===== config.mk =====
export PLATFORM = sky130hd
export DESIGN_NAME = gbk_lane
export DESIGN_NICKNAME = d
export VERILOG_FILES = /design/src/hdl/gbk_pkg.sv /design/src/hdl/gbk_lane.sv
export SDC_FILE = /design/constraint.sdc
export NUM_CORES = 1
export LEC_CHECK = 0
export ABC_CLOCK_PERIOD_IN_PS = 9000
export BUFFER_PORTS_ARGS = -buffer_cell sky130_fd_sc_hd__buf_2
export CAP_MARGIN = 20
export CORE_MARGIN = 3
export CORE_UTILIZATION = 50
export CTS_CLUSTER_SIZE = 25
export DETAILED_ROUTE_END_ITERATION = 8
export PLACE_DENSITY = 0.78
export SYNTH_ARGS = -nofsm -noshare
export SYNTH_HDL_FRONTEND = slang
export SYNTH_SLANG_ARGS = --single-unit

===== constraint.sdc =====
create_clock -name clk -period 9 [get_ports clk]
set_input_delay 1.35 -clock clk [delete_from_list [all_inputs] [get_ports clk]]
set_output_delay 1.35 -clock clk [all_outputs]
set_load 0.02 [all_outputs]

===== src/hdl/gbk_pkg.sv =====
// Shared types and constants for the 5x5 Gaussian blur unit.
// No dependencies.
package gbk_pkg;

    localparam int PIX_W      = 8;
    localparam int RGB_W      = 3 * PIX_W;
    localparam int CFG_IDX_W  = 4;
    localparam int CFG_DATA_W = 16;
    localparam int WIDTH_W    = 11;
    localparam int HEIGHT_W   = 13;

    localparam logic [CFG_IDX_W-1:0] CFG_IMAGE_WIDTH  = 4'd0;
    localparam logic [CFG_IDX_W-1:0] CFG_IMAGE_HEIGHT = 4'd1;

    localparam int KW_W   = 6;
    localparam int ROW_W  = 15;
    localparam int SUM_W  = 17;
    localparam int RCP_W  = 17;
    localparam int RCP_SH = 25;
    // floor(x/273) == (x * 122911) >> 25 for all x < 123817 (max sum is 255*273)
    localparam logic [RCP_W-1:0] RECIP_273 = 17'd122911;

    localparam logic [KW_W-1:0] KERNEL [25] = '{
        6'd1, 6'd4,  6'd7,  6'd4,  6'd1,
        6'd4, 6'd16, 6'd26, 6'd16, 6'd4,
        6'd7, 6'd26, 6'd41, 6'd26, 6'd7,
        6'd4, 6'd16, 6'd26, 6'd16, 6'd4,
        6'd1, 6'd4,  6'd7,  6'd4,  6'd1
    };

    typedef struct packed {
        logic [4:0] row;
        logic [4:0] col;
    } gbk_mask_t;

endpackage


===== src/hdl/gbk_lane.sv =====
// One color lane: masked kernel row sums, then total and divide by 273.
// Depends on gbk_pkg.
module gbk_lane (
    input  logic                                 clk,
    input  logic                                 en,
    input  logic [24:0][gbk_pkg::PIX_W-1:0]      px,
    input  gbk_pkg::gbk_mask_t                   mask,
    output logic [gbk_pkg::PIX_W-1:0]            q
);

    logic [gbk_pkg::ROW_W-1:0]                 row_sum_next [5];
    logic [gbk_pkg::ROW_W-1:0]                 row_sum_reg  [5];
    logic [gbk_pkg::SUM_W-1:0]                 total;
    logic [gbk_pkg::SUM_W+gbk_pkg::RCP_W-1:0]  prod;
    logic [gbk_pkg::PIX_W-1:0]                 q_reg;

    always_comb
    begin
        for (int t = 0; t < 5; t++)
        begin
            row_sum_next[t] = '0;
            for (int s = 0; s < 5; s++)
            begin
                if (mask.row[t] && mask.col[s])
                begin
                    row_sum_next[t] = row_sum_next[t]
                        + gbk_pkg::ROW_W'(gbk_pkg::KERNEL[t*5+s])
                        * gbk_pkg::ROW_W'(px[t*5+s]);
                end
            end
        end
    end

    always_comb
    begin
        total = '0;
        for (int t = 0; t < 5; t++)
        begin
            total = total + gbk_pkg::SUM_W'(row_sum_reg[t]);
        end
        prod = (gbk_pkg::SUM_W+gbk_pkg::RCP_W)'(total) * gbk_pkg::RECIP_273;
    end

    always_ff @(posedge clk)
    begin
        if (en)
        begin
            row_sum_reg <= row_sum_next;
            q_reg       <= prod[gbk_pkg::RCP_SH +: gbk_pkg::PIX_W];
        end
    end

    assign q = q_reg;

endmodule

==> results.md <==
- Average via count per standard cell: approximately 5.6
- Post-DRT Antenna Nets: 0
- Busiest layer in global routing: met2
- Commonest cells post-synth: ha_1 (448), inv_1 (444), fa_1 (209)
- Worst Hold Class: primary input to flip-flop
- Register area share after synthesis: 10.3%
- Status: complete, but fails checks
- Worst reg2reg path endpoint: q[7]$_DFFE_PP_
- Dominant synthesized flop cell: edfxtp_1
- Post-route DRC: 0
- Worst Path Required: 9.17 ns
- CP Launch Point: px[82]
- Met2 GRT Util: a little over two fifths
- Max H-tree Level: 3
- Inserted Clock Buffers: 9
- Die width: about 220 µm
- DR iter-0 viols: 1002
- Synth top area share: 24.3%
- Num ports: 220
- Slowest stage delay, CP: 0.55 ns
- Most common cell in the netlist: ha_1
- Final net count: roughly 3800
- Final hold vios: 0
- Sink Count: around 80
- Clk root buf: clkbuf_16
- Post-synthesis cell area: 23000 µm²
- Final period utilization: 100%
- RSZ-0062 raised after global routing: true
- First-pass GRT wire length: 95400 µm
- Setup slack at placement: -0.624 ns
- Die ar.: 48700 µm²
- PortBufs: 219
- Area grow syn2layout: 13.5%
- Slew Limit Fails: 0
- DP HPWL: approximately 50000 µm
- EDFF count, synth: 79
- Synth Register Bits: slightly below 80
- Post-synth cell types: 83
- Die Ht: 221 µm
- CP Launch Type: primary input
- Site Rows: 78
- Initial Util: 50.6%
- Slew HR: 33.9%
- Final WL: approximately 59000 µm
- Total number of vias: 19969
- Max Cap Viol: 0
- First-pass DRT Iterations: 5
- Setup Skew: 0.0139 ns
- Crit Path Category: primary input to flip-flop
- Global-route usage over all layers: 23.9%
- Asr flop ratio synth: 0%
- Clk buf depth: 2
- GRT met3 Usage: 2.66%
- Crit path max fanout: 6
- Final WS setup: -0.00520 ns
- R2R Setup Slk: 0.28 ns
- Crit. End Element: flip-flop
- Core box area: ~45000 µm²
- Worst-path cell with the longest stage delay: fa_2
- Worst reg2reg path depth: 32
- Worst path most repeated cell: a21oi_2
- Initial antenna violation count: 5
- CP arrival: 9.17 ns
- Slew @ Worst Pin: 0.992 ns
- Routed len/inst: 16.6 µm
- Vias in the first global route: between 20000 and 25000
- GPL Wtd Cong: 0.927
- Synthesized netlist cell count: approximately 2700
- Post-route minimum period: 9.01 ns
- Cell accounting for the most synthesized area: ha_1
- Syn avg cell area: 8.68 µm²
- Reg2reg start: row_sum_reg[2]$_DFFE_PP_
- Clk_lat worst skew: 0.35 ns
- CTS tree: built
- Clk pin slew, worst setup/hold paths: 0.06 ns
- Setup TNS: -0.00520 ns
- Grt met1 use: between 20 and 30%
- Critical Path Sink: row_sum_reg[44]$_DFFE_PP_
- Congestion Overflow GR: 0
- Max FFs per register: 71
- Final setup violation count: 1
- Max Freq: about 110 MHz
- Largest net degree at the start of global routing: 80
- Share of layout cells above drive strength 1: 15.8%
- Area contributors post-synth: ha_1 (24%), fa_1 (18%), edfxtp_1 (10%)
- Failing checks: setup timing
- Ys Warns: 0
[per-stage QoR]
step,cells,hold WS (ns),util (%),area (µm²)
floorplan,2653,1.46,-,23000
global placement,3520,1.79,55.8,25400
finish,3552,1.45,57.5,26100
global route,3550,1.45,57.5,26100
detailed placement,3520,1.80,55.8,25400
CTS,3539,1.46,56.7,25800
[layout make-up]
| cell class | count | area [µm²] |
|---|---|---|
| Multi-Input combinational cell | 2083 | 19100 |
| Antenna cell | 5 | 12.5 |
| Fill cell | 4039 | 19300 |
| Timing Repair Buffer | 325 | 1910 |
| Clock buffer | 9 | 225 |
| Sequential cell | 79 | 2370 |
| Clock inverter | 7 | 72.6 |
| Inverter | 444 | 1670 |
| Tap cell | 600 | 751 |
[critical path, delay by kind of cell]
family	cells	cell delay (ns)
buffers and inverters	3	0.22
xor gates and xnor gates	1	0.16
adders and majority gates	9	3.25
and+or+nand+nor	11	2.38
AOI/OAI and AO/OA	11	1.79
[layout by cell type, fill, tap and decap left out, drive strengths merged, types with 9 or more instances in the layout]
cell and n:
edfxtp 79, xnor2 119, nand3 37, buf 325
o211ai 14, a22o 9, a22oi 10, mux2 39
a211oi 27, o21a 33, nor2b 22, a21oi 166
clkbuf 9, o31a 10, and3 42, or2 14
o21ai 131, o22ai 12, nor3 48, a31oi 19
nand2 130, xor2 65, ha 448, a21o 72
mux2i 13, and2 35, o2111ai 12, or3 16
nor2 169, a211o 9, fa 209, nand2b 19
inv 445, o21bai 31
[routing by layer]
metal / routed length [µm] / share of wire (%)
met4: 2290 / 3.9
met2: 29100 / 49
met1: 25000 / 43
met5: 0 / 0
met3: 2410 / 4.1
[kinds of logic after synthesis]
group                    count (synthesis)  synth area share (%)
other                                    1                0.0163
AND/OR/NAND/NOR                        573                  12.2
adder cells (fa/ha/maj)                657                  42.5
flip-flops                              79                  10.3
multiplexers                            52                  2.49
buffers and inverters                  491                  8.18
AO/OA/AOI/OAI                          615                  17.4
XOR/XNOR                               184                  7.00
[what timing repair did]
action                                  4_1_cts  5_1_grt
endpoints found under the setup margin        2       12
endpoints found under the hold margin         0        0
pin swaps                                     5       41
hold buffers                                  0        0
gates resized for setup                      15       60
setup buffers                                 3        8
[worst min path at each step]
stage / startpoint / to / cells past startpoint
after global placement: row_sum_reg[44]$_DFFE_PP_ / q[7]$_DFFE_PP_ / 9
final: px[56] / row_sum_reg[46]$_SDFFCE_PN0P_ / 2
after detailed placement: q[5]$_DFFE_PP_ / q[5] / 1
after floorplan: en / q[0]$_DFFE_PP_ / 0
after global routing: px[56] / row_sum_reg[46]$_SDFFCE_PN0P_ / 2
after CTS: px[56] / row_sum_reg[46]$_SDFFCE_PN0P_ / 2
Power is not shown: default switching activity piles up to over one toggle a cycle in this logic, so the estimate is an artifact.
